$ cat src/hw/rtl/mpt_pkg.sv
// shared types, codes and constants for the mouse packet tracker
`default_nettype none

package mpt_pkg;

    // request codes carried in the operation field
    typedef enum logic [1:0] {
        OP_BYTE  = 2'd0,
        OP_POLL  = 2'd1,
        OP_READ  = 2'd2,
        OP_WRITE = 2'd3
    } op_e_t;

    // position of the decoder inside a three-byte packet
    typedef enum logic [1:0] {
        PH_HEADER = 2'd0,
        PH_DX     = 2'd1,
        PH_DY     = 2'd2
    } phase_t;

    // answer kinds
    localparam logic KIND_POLL = 1'b0;
    localparam logic KIND_READ = 1'b1;

    // field widths
    localparam int unsigned POS_W    = 15;
    localparam int unsigned MOTION_W = 16;
    localparam int unsigned BTN_W    = 3;
    localparam int unsigned CFG_IDX_W = 1;

    // configuration register indexes
    localparam logic [CFG_IDX_W-1:0] REG_X_LIMIT = 1'd0;
    localparam logic [CFG_IDX_W-1:0] REG_Y_LIMIT = 1'd1;

    // header byte pattern 10000xxx
    localparam logic [7:0] HDR_MASK = 8'hF8;
    localparam logic [7:0] HDR_CODE = 8'h80;

    // acceleration: slow and fast scale shifts, threshold on |dx|+|dy|
    localparam int unsigned SHIFT_SLOW   = 5;
    localparam int unsigned SHIFT_FAST   = 6;
    localparam logic [17:0] ACCEL_THRESH = 18'd4;

    localparam logic [POS_W-1:0] LIMIT_RESET = 15'h7FFF;

    typedef struct packed {
        op_e_t              operation;
        logic [7:0]         device_byte;
        logic [BTN_W-1:0]   button_mask;
        logic [POS_W-1:0]   new_x;
        logic [POS_W-1:0]   new_y;
    } req_item_t;

    typedef struct packed {
        logic [POS_W-1:0]   pos_x;
        logic [POS_W-1:0]   pos_y;
        logic [BTN_W-1:0]   buttons_down;
        logic [BTN_W-1:0]   buttons_hit;
        logic               polled_hit;
        logic               answer_kind;
    } rsp_item_t;

endpackage

`default_nettype wire

$ cat src/hw/rtl/mpt_ifs.sv
// valid/ready channel interfaces for requests and answers
`default_nettype none

interface mpt_req_if;
    import mpt_pkg::*;

    logic      valid;
    logic      ready;
    req_item_t data;

    modport source (output valid, output data, input ready);
    modport sink   (input valid, input data, output ready);
endinterface

interface mpt_rsp_if;
    import mpt_pkg::*;

    logic      valid;
    logic      ready;
    rsp_item_t data;

    modport source (output valid, output data, input ready);
    modport sink   (input valid, input data, output ready);
endinterface

`default_nettype wire

$ cat src/hw/rtl/mpt_axis.sv
// one axis of a position read: scale motion, add to position, clamp to 0..limit
`default_nettype none

module mpt_axis (
    input  wire logic [mpt_pkg::POS_W-1:0]           pos,
    input  wire logic signed [mpt_pkg::MOTION_W-1:0] motion,
    input  wire logic                                fast,
    input  wire logic [mpt_pkg::POS_W-1:0]           limit,
    output logic      [mpt_pkg::POS_W-1:0]           pos_next
);
    import mpt_pkg::*;

    localparam int unsigned SUM_W = MOTION_W + SHIFT_FAST + 2;

    logic signed [SUM_W-1:0] motion_ext;
    logic signed [SUM_W-1:0] scaled;
    logic signed [SUM_W-1:0] sum;

    // scale by 32 or 64 and add the current position
    always_comb
    begin
        motion_ext = SUM_W'(motion);
        scaled     = fast ? (motion_ext <<< SHIFT_FAST) : (motion_ext <<< SHIFT_SLOW);
        sum        = scaled + $signed({{(SUM_W-POS_W){1'b0}}, pos});
    end

    // clamp into 0..limit
    always_comb
    begin
        if (sum < 0)
        begin
            pos_next = '0;
        end
        else if (sum > $signed({{(SUM_W-POS_W){1'b0}}, limit}))
        begin
            pos_next = limit;
        end
        else
        begin
            pos_next = sum[POS_W-1:0];
        end
    end

endmodule

`default_nettype wire

$ cat src/hw/rtl/mouse_packet_tracker_unit.sv
// top level of the mouse packet tracker: byte decoder, motion accumulators, host requests
`default_nettype none

// Decodes a three-byte mouse stream (header 10000xxx with inverted button bits, then
// signed dx and dy) and answers host requests. Every request beat passes through a
// registered input stage and one pass of logic into the answer register, so a new beat
// is accepted every cycle unless an answer waits in the answer register and the answer
// side is not ready; only a button poll or a position read produces an answer beat,
// which is registered at the edge where the request leaves the input stage. Device bytes
// and position writes produce no answer. The answer register holds a waiting answer
// while the input stage keeps taking beats that produce none. The limit registers
// are written through cfg_we, cfg_index and cfg_data and act at the next position read.
module mouse_packet_tracker_unit (
    input  wire logic                            clk,
    input  wire logic                            rst_n,
    mpt_req_if.sink                              req,
    mpt_rsp_if.source                            rsp,
    input  wire logic                            cfg_we,
    input  wire logic [mpt_pkg::CFG_IDX_W-1:0]   cfg_index,
    input  wire logic [mpt_pkg::POS_W-1:0]       cfg_data
);
    import mpt_pkg::*;

    // input stage
    logic      req_valid_reg;
    req_item_t req_reg;

    // answer stage
    logic      rsp_valid_reg;
    rsp_item_t rsp_reg;
    rsp_item_t rsp_next;

    // configuration
    logic [POS_W-1:0] x_limit_reg;
    logic [POS_W-1:0] y_limit_reg;

    // tracker state
    phase_t                      phase_reg;
    phase_t                      phase_next;
    logic [BTN_W-1:0]            buttons_last_reg;
    logic [BTN_W-1:0]            buttons_last_next;
    logic [BTN_W-1:0]            hit_bits_reg;
    logic [BTN_W-1:0]            hit_bits_next;
    logic signed [MOTION_W-1:0]  motion_x_reg;
    logic signed [MOTION_W-1:0]  motion_x_next;
    logic signed [MOTION_W-1:0]  motion_y_reg;
    logic signed [MOTION_W-1:0]  motion_y_next;
    logic [POS_W-1:0]            position_x_reg;
    logic [POS_W-1:0]            position_x_next;
    logic [POS_W-1:0]            position_y_reg;
    logic [POS_W-1:0]            position_y_next;

    logic                        has_answer;
    logic                        fire;
    logic                        is_header;
    logic [BTN_W-1:0]            hdr_down;
    logic signed [MOTION_W:0]    sat_sum;
    logic signed [MOTION_W-1:0]  sat_acc;
    logic signed [MOTION_W-1:0]  sat_res;
    logic [MOTION_W:0]           abs_x;
    logic [MOTION_W:0]           abs_y;
    logic [MOTION_W+1:0]         abs_sum;
    logic                        fast;
    logic [POS_W-1:0]            read_x;
    logic [POS_W-1:0]            read_y;

    // handshake: the input stage moves on unless an answer has nowhere to go
    assign has_answer = (req_reg.operation == OP_POLL) || (req_reg.operation == OP_READ);
    assign fire       = req_valid_reg && (!has_answer || !rsp_valid_reg || rsp.ready);
    assign req.ready  = !req_valid_reg || fire;
    assign rsp.valid  = rsp_valid_reg;
    assign rsp.data   = rsp_reg;

    // input register
    always_ff @(posedge clk or negedge rst_n)
    begin
        if (!rst_n)
        begin
            req_valid_reg <= 1'b0;
        end
        else if (req.ready)
        begin
            req_valid_reg <= req.valid;
        end
    end

    always_ff @(posedge clk)
    begin
        if (req.valid && req.ready)
        begin
            req_reg <= req.data;
        end
    end

    // configuration writes
    always_ff @(posedge clk or negedge rst_n)
    begin
        if (!rst_n)
        begin
            x_limit_reg <= LIMIT_RESET;
            y_limit_reg <= LIMIT_RESET;
        end
        else if (cfg_we)
        begin
            case (cfg_index)
                REG_X_LIMIT: x_limit_reg <= cfg_data;
                REG_Y_LIMIT: y_limit_reg <= cfg_data;
                default: ;
            endcase
        end
    end

    // header detection
    assign is_header = (req_reg.device_byte & HDR_MASK) == HDR_CODE;
    assign hdr_down  = ~req_reg.device_byte[BTN_W-1:0];

    // saturating add of the signed byte into the accumulator picked by the phase
    always_comb
    begin
        sat_acc = (phase_reg == PH_DX) ? motion_x_reg : motion_y_reg;
        sat_sum = {sat_acc[MOTION_W-1], sat_acc}
                + {{(MOTION_W-7){req_reg.device_byte[7]}}, req_reg.device_byte};
        if (sat_sum[MOTION_W] != sat_sum[MOTION_W-1])
        begin
            sat_res = sat_sum[MOTION_W] ? {1'b1, {(MOTION_W-1){1'b0}}}
                                        : {1'b0, {(MOTION_W-1){1'b1}}};
        end
        else
        begin
            sat_res = sat_sum[MOTION_W-1:0];
        end
    end

    // acceleration select from |motion_x| + |motion_y|
    always_comb
    begin
        abs_x   = motion_x_reg[MOTION_W-1] ? -{motion_x_reg[MOTION_W-1], motion_x_reg}
                                           : {motion_x_reg[MOTION_W-1], motion_x_reg};
        abs_y   = motion_y_reg[MOTION_W-1] ? -{motion_y_reg[MOTION_W-1], motion_y_reg}
                                           : {motion_y_reg[MOTION_W-1], motion_y_reg};
        abs_sum = {1'b0, abs_x} + {1'b0, abs_y};
        fast    = abs_sum >= ACCEL_THRESH;
    end

    mpt_axis u_axis_x (
        .pos      (position_x_reg),
        .motion   (motion_x_reg),
        .fast     (fast),
        .limit    (x_limit_reg),
        .pos_next (read_x)
    );

    mpt_axis u_axis_y (
        .pos      (position_y_reg),
        .motion   (motion_y_reg),
        .fast     (fast),
        .limit    (y_limit_reg),
        .pos_next (read_y)
    );

    // packet phase state register
    always_ff @(posedge clk or negedge rst_n)
    begin
        if (!rst_n)
        begin
            phase_reg <= PH_HEADER;
        end
        else
        begin
            phase_reg <= phase_next;
        end
    end

    // next state of the packet decoder and the rest of the tracker
    always_comb
    begin
        phase_next        = phase_reg;
        buttons_last_next = buttons_last_reg;
        hit_bits_next     = hit_bits_reg;
        motion_x_next     = motion_x_reg;
        motion_y_next     = motion_y_reg;
        position_x_next   = position_x_reg;
        position_y_next   = position_y_reg;
        rsp_next          = '0;
        rsp_next.buttons_down = buttons_last_reg;
        rsp_next.buttons_hit  = hit_bits_reg;
        if (fire)
        begin
            case (req_reg.operation)
                OP_BYTE:
                begin
                    case (phase_reg)
                        PH_DX:
                        begin
                            motion_x_next = sat_res;
                            phase_next    = PH_DY;
                        end
                        PH_DY:
                        begin
                            motion_y_next = sat_res;
                            phase_next    = PH_HEADER;
                        end
                        default:
                        begin
                            if (is_header)
                            begin
                                hit_bits_next     = hit_bits_reg | (hdr_down & ~buttons_last_reg);
                                buttons_last_next = hdr_down;
                                phase_next        = PH_DX;
                            end
                            else
                            begin
                                phase_next = PH_HEADER;
                            end
                        end
                    endcase
                end
                OP_POLL:
                begin
                    hit_bits_next        = hit_bits_reg & ~req_reg.button_mask;
                    rsp_next.polled_hit  = |(hit_bits_reg & req_reg.button_mask);
                    rsp_next.answer_kind = KIND_POLL;
                end
                OP_READ:
                begin
                    position_x_next      = read_x;
                    position_y_next      = read_y;
                    motion_x_next        = '0;
                    motion_y_next        = '0;
                    rsp_next.pos_x       = read_x;
                    rsp_next.pos_y       = read_y;
                    rsp_next.answer_kind = KIND_READ;
                end
                default:
                begin
                    position_x_next = req_reg.new_x;
                    position_y_next = req_reg.new_y;
                end
            endcase
        end
    end

    // tracker state registers
    always_ff @(posedge clk or negedge rst_n)
    begin
        if (!rst_n)
        begin
            buttons_last_reg <= '0;
            hit_bits_reg     <= '0;
            motion_x_reg     <= '0;
            motion_y_reg     <= '0;
            position_x_reg   <= '0;
            position_y_reg   <= '0;
        end
        else
        begin
            buttons_last_reg <= buttons_last_next;
            hit_bits_reg     <= hit_bits_next;
            motion_x_reg     <= motion_x_next;
            motion_y_reg     <= motion_y_next;
            position_x_reg   <= position_x_next;
            position_y_reg   <= position_y_next;
        end
    end

    // answer register
    always_ff @(posedge clk or negedge rst_n)
    begin
        if (!rst_n)
        begin
            rsp_valid_reg <= 1'b0;
        end
        else if (fire && has_answer)
        begin
            rsp_valid_reg <= 1'b1;
        end
        else if (rsp.ready)
        begin
            rsp_valid_reg <= 1'b0;
        end
    end

    always_ff @(posedge clk)
    begin
        if (fire && has_answer)
        begin
            rsp_reg <= rsp_next;
        end
    end

`ifndef ASSERT_OFF
    // a position read empties both accumulators
    a_read_clears_motion: assert property (@(posedge clk) disable iff (!rst_n)
        (fire && req_reg.operation == OP_READ) |=> (motion_x_reg == '0 && motion_y_reg == '0))
        else $error("motion not cleared by position read");

    // a read answer never exceeds the limits in force
    a_read_within_limit: assert property (@(posedge clk) disable iff (!rst_n)
        (fire && req_reg.operation == OP_READ) |=>
            (rsp_valid_reg && rsp_reg.pos_x <= $past(x_limit_reg)
             && rsp_reg.pos_y <= $past(y_limit_reg)))
        else $error("read answer outside limits");

    // a poll clears every asked hit bit
    a_poll_clears_hits: assert property (@(posedge clk) disable iff (!rst_n)
        (fire && req_reg.operation == OP_POLL) |=>
            ((hit_bits_reg & $past(req_reg.button_mask)) == '0))
        else $error("asked hit bits survive a poll");

    // a held input beat is never dropped
    a_held_beat_kept: assert property (@(posedge clk) disable iff (!rst_n)
        (req_valid_reg && !fire) |=> req_valid_reg)
        else $error("stalled request lost");
`endif

endmodule

`default_nettype wire

$ cat src/flat_wrapper.sv
// flat-port wrapper written by rule: the top's interface ports become plain ports
module mouse_packet_tracker_unit_flat import mpt_pkg::*;
  (clk, rst_n, cfg_we, cfg_index, cfg_data, req_valid, req_data, req_ready, rsp_valid, rsp_data, rsp_ready);
  mpt_req_if req_i ();
  mpt_rsp_if rsp_i ();
  input  wire logic clk;
  input  wire logic rst_n;
  input  wire logic cfg_we;
  input  wire logic [mpt_pkg::CFG_IDX_W-1:0] cfg_index;
  input  wire logic [mpt_pkg::POS_W-1:0] cfg_data;
  input wire logic [$bits(req_i.valid)-1:0] req_valid;
  input wire logic [$bits(req_i.data)-1:0] req_data;
  output wire logic [$bits(req_i.ready)-1:0] req_ready;
  output wire logic [$bits(rsp_i.valid)-1:0] rsp_valid;
  output wire logic [$bits(rsp_i.data)-1:0] rsp_data;
  input wire logic [$bits(rsp_i.ready)-1:0] rsp_ready;
  assign req_i.valid = req_valid;
  assign req_i.data = req_data;
  assign req_ready = req_i.ready;
  assign rsp_valid = rsp_i.valid;
  assign rsp_data = rsp_i.data;
  assign rsp_i.ready = rsp_ready;
  mouse_packet_tracker_unit u_core (.clk(clk), .rst_n(rst_n), .req(req_i), .rsp(rsp_i), .cfg_we(cfg_we), .cfg_index(cfg_index), .cfg_data(cfg_data));
endmodule
$ cat config.mk
export PLATFORM = sky130hd
export DESIGN_NAME = mouse_packet_tracker_unit_flat
export DESIGN_NICKNAME = d
export VERILOG_FILES = /design/src/hw/rtl/mpt_pkg.sv /design/src/hw/rtl/mpt_ifs.sv /design/src/hw/rtl/mpt_axis.sv /design/src/hw/rtl/mouse_packet_tracker_unit.sv /design/src/flat_wrapper.sv
export SDC_FILE = /design/constraint.sdc
export NUM_CORES = 1
export LEC_CHECK = 0
export ABC_AREA = 1
export BUFFER_PORTS_ARGS = -buffer_cell sky130_fd_sc_hd__clkbuf_2
export CAP_MARGIN = 30
export CORE_UTILIZATION = 30
export DETAILED_ROUTE_END_ITERATION = 10
export GPL_TIMING_DRIVEN = 0
export HOLD_SLACK_MARGIN = 0.12
export PLACE_DENSITY = 0.46
export SYNTH_ARGS = -nofsm -noshare
export SYNTH_HDL_FRONTEND = slang
export SYNTH_HIERARCHICAL = 1
export SYNTH_SLANG_ARGS = --single-unit
$ cat constraint.sdc
create_clock -name clk -period 10.1 [get_ports clk]
set_clock_uncertainty 0.1 [all_clocks]
set_input_delay 0.505 -clock clk [delete_from_list [all_inputs] [get_ports clk]]
set_output_delay 0.505 -clock clk [all_outputs]
set_load 0.02 [all_outputs]
# Word level (Yosys, flattened, before mapping)

Cells that the tools add are included.

Shift operators: 0
Muxes and demuxes: 25
Div/mod/pow operators: 0
Multiply operators: 0
Bitwise operators: 10
$lt $le $gt $ge: 5
Reductions and logical operators: 27
Eq/ne operators: 10
Add/sub/neg operators: 6

Operators with widths:

| operator                                              | count |
|---|---|
| two-way mux 16 bit                                    | 5 |
| one-hot mux 16 bit (2 select lines)                   | 2 |
| two-way mux 15 bit                                    | 4 |
| one-hot mux 15 bit (2 select lines)                   | 2 |
| adder 22 x 16 -> 23 bit                               | 2 |
| greater-than comparator 23 x 16 -> 1 bit              | 2 |
| < comparator 23 x 1 -> 1 bit, second input constant   | 2 |
| two-way mux 21 bit                                    | 2 |
| two-way mux 17 bit                                    | 2 |
| negation 17 bit                                       | 2 |
| adder 17 x 17 -> 18 bit                               | 1 |
| >= comparator 18 x 3 -> 1 bit, second input constant  | 1 |
| adder 16 x 8 -> 17 bit                                | 1 |
| AND reduction 2 bit                                   | 6 |
| bitwise AND 3 bit                                     | 3 |
| inverter 3 bit                                        | 3 |
| AND reduction 4 bit                                   | 2 |
| two-way mux 3 bit                                     | 2 |
| inequality test 2 x 1 -> 1 bit, second input constant | 3 |
| one-hot mux 3 bit (2 select lines)                    | 1 |
| AND reduction 3 bit                                   | 2 |
| nonzero test 2 bit                                    | 3 |
| equality test 5 bit, second input constant            | 1 |
| equality test 2 x 1 -> 1 bit, second input constant   | 2 |
| 13 further kinds                                      | 27 |

Bits in writable memories: 0
Output and inout port bits: 40
Input bits: 64
Memories kept: 0
Flip-flop bits (word level): 183
Bits in latches: 0
Bits in read-only memories: 0

# Depth between registers and ports, before layout

Gate-level depths: netlist (run 1).

Depth in word-level cells: 10
Depth in mapped cells: 51
Gate-level depth less buffers: 49

# Modules after synthesis

The synthesis (run 1) kept the hierarchy.

Modules (own cells, without submodules):

| module                    | instances | cells an instance | area an instance (sq um) |
|---|---|---|---|
| mouse_packet_tracker_unit | 1         | 1180              | 10085.9 |
| mpt_axis                  | 2         | 347               | 1846.8 |

# Least setup slack after synthesis (run 1)

OpenSTA, ideal clock, no wires.

Kind: reg-to-reg
Start point: register u_core.motion_x_reg[1]
End point: register u_core.position_y_reg[4]
Stages on the path, launching flop included: 44
Clock period less this slack: 6375 ps
Arrival time: 6210 ps
Setup slack: 3725 ps
Path buffers: 3
Path through: dfrtp_1 -> inv_1 -> ha_1 -> nor3b_1 -> nand2_1 -> nor3_1 -> a31oi_1 -> xor2_1 -> ha_1 -> a21oi_1 -> a21boi_0 -> nor2_1 -> nor2_1 -> nand2_1 -> nand2_1 -> nand3_1 -> nor2_1 -> nand3_1 -> [8 not listed] -> nand2_1 -> nand2_1 -> nand2_1 -> xor2_1 -> ha_1 -> nand2_1 -> nor2_1 -> a211oi_1 -> nand3_1 -> nor3_2 -> nand3_1 -> buf_2 -> nand3_1 -> nand2_1 -> nor2_1 -> inv_1 -> o211ai_1 -> o21a_1

Longest elaborated chain between the ends: 10
Elaborated cells between the ends (all ways): 11

Ends and longest elaborated chain:

| item                                     | line                             | RTL |
|---|---|---|
| start, declared                          | mouse_packet_tracker_unit.sv:44  | `logic signed [MOTION_W-1:0] motion_x_reg;` |
| start signal, assigned                   | mouse_packet_tracker_unit.sv:259 | `motion_x_reg <= motion_x_next;` |
| negation 17 bit                          | mouse_packet_tracker_unit.sv:137 | `abs_x = motion_x_reg[MOTION_W-1] ? -{motion_x_reg[MOTION_W-1], motion_x_reg}` |
| two-way mux 17 bit *                     | mouse_packet_tracker_unit.sv:137 |  |
| adder 17 x 17 -> 18 bit *                | mouse_packet_tracker_unit.sv:141 | `abs_sum = {1'b0, abs_x} + {1'b0, abs_y};` |
| >= comparator 18 x 3 -> 1 bit *          | mouse_packet_tracker_unit.sv:142 | `fast = abs_sum >= ACCEL_THRESH;` |
| via u_core.fast                          | mouse_packet_tracker_unit.sv:63  | `logic fast;` |
| two-way mux 21 bit *                     | mpt_axis.sv:23                   | `scaled = fast ? (motion_ext <<< SHIFT_FAST) : (motion_ext <<< SHIFT_SLOW);` |
| adder 22 x 16 -> 23 bit *                | mpt_axis.sv:24                   | `sum = scaled + $signed({{(SUM_W-POS_W){1'b0}}, pos});` |
| greater-than comparator 23 x 16 -> 1 bit | mpt_axis.sv:34                   | `else if (sum > $signed({{(SUM_W-POS_W){1'b0}}, limit}))` |
| two-way mux 15 bit                       | mpt_axis.sv:34                   |  |
| two-way mux 15 bit *                     | mpt_axis.sv:30                   | `if (sum < 0)` |
| via u_core.read_y[4]                     | mouse_packet_tracker_unit.sv:65  | `logic [POS_W-1:0] read_y;` |
| one-hot mux 15 bit (2 select lines) *    | mouse_packet_tracker_unit.sv:189 | `case (req_reg.operation)` |
| end signal, assigned                     | mouse_packet_tracker_unit.sv:262 | `position_y_reg <= position_y_next;` |
| end, declared                            | mouse_packet_tracker_unit.sv:50  | `logic [POS_W-1:0] position_y_reg;` |

The timed path passes the listed nets; every way through them passes the cells marked *.
A chain may end at the register's enable or synchronous reset.

# Worst setup path in the final report (run 1)

Start point: register u_core.motion_x_reg[1]
End point: register u_core.position_x_reg[14]

Longest elaborated chain between the ends: 10
Elaborated cells between the ends (all ways): 11

Ends and longest elaborated chain:

| item                                     | line                             | RTL |
|---|---|---|
| negation 17 bit                          | mouse_packet_tracker_unit.sv:137 |  |
| two-way mux 17 bit *                     | mouse_packet_tracker_unit.sv:137 |  |
| adder 17 x 17 -> 18 bit *                | mouse_packet_tracker_unit.sv:141 |  |
| >= comparator 18 x 3 -> 1 bit *          | mouse_packet_tracker_unit.sv:142 |  |
| via u_core.fast                          | mouse_packet_tracker_unit.sv:63  |  |
| two-way mux 21 bit *                     | mpt_axis.sv:23                   |  |
| adder 22 x 16 -> 23 bit *                | mpt_axis.sv:24                   |  |
| greater-than comparator 23 x 16 -> 1 bit | mpt_axis.sv:34                   |  |
| two-way mux 15 bit                       | mpt_axis.sv:34                   |  |
| two-way mux 15 bit *                     | mpt_axis.sv:30                   |  |
| via u_core.read_x[14]                    | mouse_packet_tracker_unit.sv:64  | `logic [POS_W-1:0] read_x;` |
| one-hot mux 15 bit (2 select lines) *    | mouse_packet_tracker_unit.sv:189 |  |
| end signal, assigned                     | mouse_packet_tracker_unit.sv:261 | `position_x_reg <= position_x_next;` |
| end, declared                            | mouse_packet_tracker_unit.sv:48  | `logic [POS_W-1:0] position_x_reg;` |

Marks and branches as above.

==> results of run 1 <==
[final timing paths]
kind	start	endpoint	slack, ps	cells past startpoint
setup / recovery	u_core/motion_x_reg[1]	u_core/position_x_reg[14]	1200	43
hold / removal	req_data[28]	u_core/req_reg[28]	140	1
setup reg to reg	u_core/motion_x_reg[1]	u_core/position_x_reg[14]	1200	43
hold reg to reg	u_core/buttons_last_reg[1]	u_core/rsp.data[6]	350	0
max in group asynchronous	rst_n	u_core/position_x_reg[9]	8660	2
min in group asynchronous	rst_n	u_core/position_y_reg[1]	580	2
[final cells by class]
| cell class | count | area (µm²) | area share (%) |
|---|---|---|---|
| clock buffers | 19 | 454 | 2.83 |
| clock inverters | 13 | 110 | 0.686 |
| flip-flops and latches | 183 | 5020 | 31.3 |
| plain buffers | 56 | 348 | 2.17 |
| inverters | 275 | 1030 | 6.43 |
| multi-input cells | 1361 | 7380 | 46.0 |
| well taps | 600 | 751 | 4.68 |
| repair buffers | 144 | 955 | 5.95 |
[per-stage QoR]
stage | std cells | worst slack, ps
floorplan | 1875 | 3730
global placement | 2578 | 1240
detailed placement | 2580 | 1230
CTS | 2650 | 1190
global route | 2651 | 462
finish | 2651 | 1200
[timing repair]
| action | CTS | global route |
|---|---|---|
| gates resized for setup | 0 | 0 |
| endpoints found under the hold margin | 104 | 1 |
| endpoints found under the setup margin | 0 | 0 |
| hold buffers | 38 | 1 |
[placed cells by master, fill, tap and decap left out, drive strengths merged, types with 30 or more instances in the layout]
cell,instances
buf,33
edfxtp,81
nand3,177
xor2,36
dfstp,30
o21a,34
nor2,164
a21oi,84
ha,90
dfrtp,72
inv,280
clkbuf,147
o21ai,88
nand2,573
dlygate4sd3,39
[kinds of logic after synthesis]
logic type | after synthesis
buffers and inverters | 331
other | 1
flip-flops | 183
AND/OR/NAND/NOR | 970
XOR/XNOR | 55
adder cells (fa/ha/maj) | 94
AO/OA/AOI/OAI | 240
[worst max-delay path: cells and delay by family (launching register included)]
family	cells	cell delay, ps
AO/OA/AOI/OAI	6	1820
buffers and inverters	7	1210
adder cells (fa/ha/maj)	5	1490
AND/OR/NAND/NOR	23	3230
flip-flops	1	520
XOR/XNOR	2	460
[report_power, final]
part	internal [mW]	switching, mW	total (mW)
clock	0.337	0.312	0.648
combinational	1.23	2.22	3.45
sequential	0.939	0.190	1.13
[per-layer routing]
layer,part of all wire [%],vias to the layer above
met1,48,5824
met3,3.1,31
met2,47,225
li1,-,6375
met4,1.4,0
met5,0,-
==> metrics.csv, run 1 <==
stage;metric;value;unit
floorplanning;die_w;216;µm
setup_path;cpMostUsedCell;nand2_1;
placement;placed_area;15100;µm²
route;drt-initial-drc-count;747;
sta;drv_slew;0;
synthesis;synth_mux_area_share;0;%
power_and_ir_drop;power;5.23;mW
layout;final_area;16100;µm²
synthesis;synth_top_flop_cell;edfxtp_1;
power_and_ir_drop;p_per_area;325;nW/µm²
synthesis;synthesis.area;13800;µm²
power_and_ir_drop;leakage;7.87;nW
layout;largest_reg_flops;43;
layout;fin_util;35.4;%
layout;diodes;0;
global_routing;grt-busiest-layer;met2;
clocking;tritoncts;done;
layout;fillCellCount;4832;
setup_path;crit_path_start_kind;register;
floorplanning;start_util;30.4;%
clocking;root_buffer;clkbuf_16;
global_routing;use_met1;24.1;%
placement;place.gp.congestion;0.887;
global_routing;grtUsageMet2;30.1;%
floorplanning;ioPinCount;104;
floorplanning;num_rows;78;
global_routing;grt_usage;17.9;%
global_routing;overflow;0;
synthesis;synth-seq-cells;183;
synthesis;seq_area_frac_synth;36.4;%
sta;hold_ws;144;ps
synthesis;synthArstFlopShare;55.7;%
status;outcome;complete, no violations;
sta;fmax;112;MHz
synthesis;synth_xor_area_share;3.60;%
floorplanning;core_area;45400;µm²
floorplanning;die-area;46800;µm²
route;vias;12500;
setup_path;max_stage_delay;520;ps
run;maxCapViolCount;0;
synthesis;synth_top_area_share;17.7;%
clocking;cts.sink_count;183;
route;wl_per_cell;15.5;µm
sta;fin_crit_sh;88.2;%
synthesis;synth_top_family_by_area;simple AND/OR/NAND/NOR gates;
sta;hold_viol;0;
synthesis;synth_area_leaders;edfxtp_1, nand2_1, dfrtp_1;
synthesis;synthDistinctLibCells;50;
global_routing;antenna_found_initial;0;
setup_path;cp.arrival;9190;ps
setup_path;slowest_stage;dfrtp_1;
synthesis;yosysWarnings;6;
power_and_ir_drop;worst_ir_drop_vdd;138;µV
clocking;clkTransAtPathRegs;70;ps
synthesis;syn_avg_cell_area;7.35;µm²
clocking;numCtsBuffers;17;
synthesis;synth_fa_ha_area_share;8.75;%
placement;port_buffers;103;
layout;drive_gt1_share;13.7;%
setup_path;crit_path_max_fanout;10;
synthesis;syn_inst;1874;
setup_path;crit_type;reg -> reg;
route;dr.pass1.iters;5;
placement;post-dp-hpwl;33100;µm
hold_path;hold_class;in -> reg;
layout;fin_nets;2196;
synthesis;synth_edf_count;81;
clocking;cts_max_level;4;
synthesis;synthSimpleGateAreaFrac;31.0;%
sta;setup_tns;0;ps
sta;fin_crit;8900;ps
synthesis;synth_compound_area_share;10.2;%
sta;max-slew-margin-rel;29.9;%
route;vias_per_cell;4.70;
sta;rsz0062_at_grt;false;
route;ant_nets;0;
sta;setup_viol;0;
global_routing;grtUsageMet3;2.48;%
synthesis;yosys.cell_count.top_type;nand2_1;
setup_path;cp.required;10390;ps
route;wl;41000;µm
sta;worst_pin_slew;1050;ps
clocking;clk_path_buf_depth;2;
clocking;post_cts_buffers;0;
route;drc;0;
floorplanning;die_h;216;µm
clocking;clock_latency;450;ps
global_routing;grt_max_degree;103;
global_routing;grt_pass1_vias;12200;
global_routing;grt_pass1_wl;65400;µm
synthesis;yosysTopAreaCell;edfxtp_1;
setup_path;end_kind;register;
layout;syn_to_final_growth;16.5;%
synthesis;synth_common_cells;nand2_1, inv_1, nor2_1;
Power figures use the tool's default switching activity.
==> inputs of run 2 (changes only) <==
--- a/config.mk
+++ b/config.mk
@@ -6,13 +6,13 @@
 export NUM_CORES = 1
 export LEC_CHECK = 0
 export ABC_AREA = 1
-export BUFFER_PORTS_ARGS = -buffer_cell sky130_fd_sc_hd__clkbuf_2
 export CAP_MARGIN = 30
 export CORE_UTILIZATION = 30
 export DETAILED_ROUTE_END_ITERATION = 10
+export DONT_BUFFER_PORTS = 1
 export GPL_TIMING_DRIVEN = 0
 export HOLD_SLACK_MARGIN = 0.12
-export PLACE_DENSITY = 0.46
+export PLACE_DENSITY = 0.44
 export SYNTH_ARGS = -nofsm -noshare
 export SYNTH_HDL_FRONTEND = slang
 export SYNTH_HIERARCHICAL = 1
==> run 2 against run 1 <==
Effect of this change:
- register-to-register slack improved by 450 ps
- hold slack improved by 3.9 ps
- global-route usage about the same
- power increased by 1.4%
- via count decreased by 2.7%
- cell count decreased by 3.4%
- wire length about the same
- core utilization decreased by 0.66 points
- sequential share of layout area increased by 0.60 points
- worst setup slack improved by 450 ps
- combinational power decreased by 1%
- critical endpoint unchanged
- largest power group unchanged
- highest routed layer unchanged
==> metrics.csv, run 2 (synthesized netlist as in run 1, its figures left out) <==
stage;metric;value;unit;change
power_and_ir_drop;switching_share;51.4;%;was 52.0%
setup_path;crit_path_max_fanout;10;;unchanged
setup_path;slowest_stage;dfrtp_1;;unchanged
sta;max-slew-margin-rel;40.1;%;was 29.9%
placement;dp.cells;2477;;was 2580
power_and_ir_drop;p_per_area;336;nW/µm²;was 325 nW/µm²
sta;hold_viol;0;;unchanged
sta;fin_crit;8460;ps;was 8900 ps
sta;setup_tns;0;ps;unchanged
hold_path;hold_path_depth;2;;was 1
setup_path;r2r-end;u_core/position_x_reg[14];;unchanged
setup_path;crit_path_start_kind;register;;unchanged
layout;fin_nets;2107;;was 2196
clocking;root_buffer;clkbuf_16;;unchanged
route;ant_nets;0;;unchanged
setup_path;end_kind;register;;unchanged
global_routing;grt_usage;17.9;%;about the same
setup_path;cp_top_family;simple AND/OR/NAND/NOR gates;;unchanged
hold_path;hold_class;in -> reg;;unchanged
power_and_ir_drop;leakage;7.52;nW;was 7.87 nW
sta;setup_viol;0;;unchanged
status;outcome;complete, no violations;;unchanged
power_and_ir_drop;p_clk_share;13.6;%;was 12.4%
route;wl;41000;µm;about the same
clocking;tritoncts;done;;unchanged
setup_path;crit_type;reg -> reg;;unchanged
floorplanning;die_w;216;µm;unchanged
power_and_ir_drop;worst_ir_drop_vdd;135;µV;was 138 µV
clocking;clkTransAtPathRegs;70;ps;about the same
route;wl_per_cell;16.0;µm;was 15.5 µm
setup_path;cp.arrival;8750;ps;was 9190 ps
clocking;post_cts_buffers;0;;unchanged
global_routing;antenna_found_initial;0;;unchanged
placement;place.gp.congestion;0.835;;was 0.887
layout;fillCellCount;4886;;was 4832
power_and_ir_drop;p_seq_share;22.1;%;was 21.6%
sta;worst_pin_slew;899;ps;was 1050 ps
global_routing;grt_max_degree;103;;unchanged
layout;drive_gt1_share;9.02;%;was 13.7%
setup_path;rrSetupSlack;1640;ps;was 1200 ps
setup_path;cp.required;10390;ps;about the same
hold_path;hold_path.startpoint;cfg_data[14];;was req_data[28]
sta;drv_slew;0;;unchanged
global_routing;grt_pass1_wl;65100;µm;was 65400 µm
clocking;cts_max_level;4;;unchanged
route;vias_per_cell;4.73;;was 4.70
route;drc;0;;unchanged
floorplanning;ioPinCount;104;;unchanged
sta;fin_crit_sh;83.7;%;was 88.2%
setup_path;cpMostUsedCell;nand2_1;;unchanged
clocking;clk_path_buf_depth;2;;unchanged
run;maxCapViolCount;0;;unchanged
route;drt-initial-drc-count;736;;was 747
floorplanning;start_util;30.4;%;unchanged
clocking;numCtsBuffers;17;;unchanged
layout;syn_to_final_growth;14.3;%;was 16.5%
power_and_ir_drop;p_int;2.58;mW;was 2.51 mW
layout;fin_cells;2562;;was 2651
setup_path;rr_worst_depth;41;;was 43
setup_path;crit_buf_inv;7;;unchanged
floorplanning;die_h;216;µm;unchanged
layout;diodes;0;;unchanged
clocking;cts.sink_count;183;;unchanged
route;dr.pass1.iters;5;;unchanged
floorplanning;core_area;45400;µm²;unchanged
setup_path;max_stage_delay;550;ps;was 520 ps
hold_path;hold_end;u_core/x_limit_reg[14];;was u_core/req_reg[28]
layout;largest_reg_flops;43;;unchanged
floorplanning;die-area;46800;µm²;unchanged
power_and_ir_drop;pwr-share-comb;64.4;%;was 66.0%
power_and_ir_drop;p_switching;2.72;mW;about the same
clocking;cts_resized;0;;unchanged
clocking;hold_buffers;53;;was 38
layout;mostFrequentLayoutCell;nand2_1;;unchanged
sta;fmax;118;MHz;was 112 MHz
floorplanning;num_rows;78;;unchanged
placement;post-dp-hpwl;32700;µm;was 33100 µm
setup_path;worstReg2RegStart;u_core/motion_x_reg[1];;unchanged
sta;rsz0062_at_grt;false;;unchanged
layout;final_cell_mix;nand2_1, inv_1, nor2_1, nand3_1, ha_1;;was nand2_1, inv_1, nor2_1, nand3_1, clkbuf_2
route;vias;12100;;was 12500
global_routing;overflow;0;;unchanged
placement;port_buffers;0;;was 103
clocking;clock_latency;450;ps;about the same
global_routing;grt_pass1_vias;11900;;was 12200
[run 2: changes by cell type in the layout (fill, tap and decap cells not counted), moves of 2 or more]
cell	change
bufinv_16	+4
dlygate4sd3_1	+13
inv_6	-4
clkinvlp_4	+2
clkbuf_2	-102
clkinv_2	-2
[run 2: cell type report]
cell class	instances	area [µm²]	area share (%)
Inverter	275	1030	6.55
Tap cell	600	751	4.77
Sequential cell	183	5020	31.9
Buffer	56	348	2.21
Multi-Input combinational cell	1361	7380	46.9
Timing Repair Buffer	55	588	3.73
Clock buffer	19	433	2.75
Clock inverter	13	196	1.25
[run 2: how the worst max path moves through the flow]
stage	to	slack (ps)	cells after the start	startpoint
6_report	u_core/position_x_reg[14]	1640	41	u_core/motion_x_reg[1]
2_1_floorplan	u_core/position_y_reg[4]	3730	43	u_core/motion_x_reg[1]
3_5_place_dp	u_core/position_x_reg[14]	1640	43	u_core/motion_x_reg[0]
3_3_place_gp	u_core/position_x_reg[14]	1660	43	u_core/motion_x_reg[1]
5_1_grt	u_core/position_x_reg[14]	860	43	u_core/motion_x_reg[1]
4_1_cts	u_core/position_x_reg[14]	1630	43	u_core/motion_x_reg[1]
[run 2: per-layer routing]
layer,vias to the layer above,share of wire [%],GRT usage [%]
met5,-,0,0
met4,0,1.7,4.69
met3,33,2.8,2.40
met2,189,47,29.6
met1,5698,49,24.4
li1,6193,-,-
[run 2: metrics by stage]
| stage | instance area [µm²] | hold slack (ps) | util [%] | setup slack, ps | power [mW] |
|---|---|---|---|---|---|
| after detailed placement | 14600 | 116 | 32.1 | 1640 | 4.56 |
| after floorplan | 13800 | 109 | - | 3730 | 3.68 |
| after CTS | 15800 | 123 | 34.7 | 1630 | 5.34 |
| after global routing | 15800 | 139 | 34.7 | 861 | 5.87 |
| after global placement | 14500 | 116 | 32.0 | 1660 | 4.54 |
| final | 15800 | 148 | 34.7 | 1640 | 5.30 |
[run 2: power by group through the flow]
| stage | registers [mW] | logic, mW | clock network [mW] |
|---|---|---|---|
| 3_3_place_gp | 1.18 | 3.36 | 0 |
| 6_report | 1.17 | 3.41 | 0.720 |
| 5_1_grt | 1.19 | 3.91 | 0.768 |
| 3_5_place_dp | 1.18 | 3.38 | 0 |
| 4_1_cts | 1.17 | 3.43 | 0.744 |
| 2_1_floorplan | 1.08 | 2.60 | 0 |
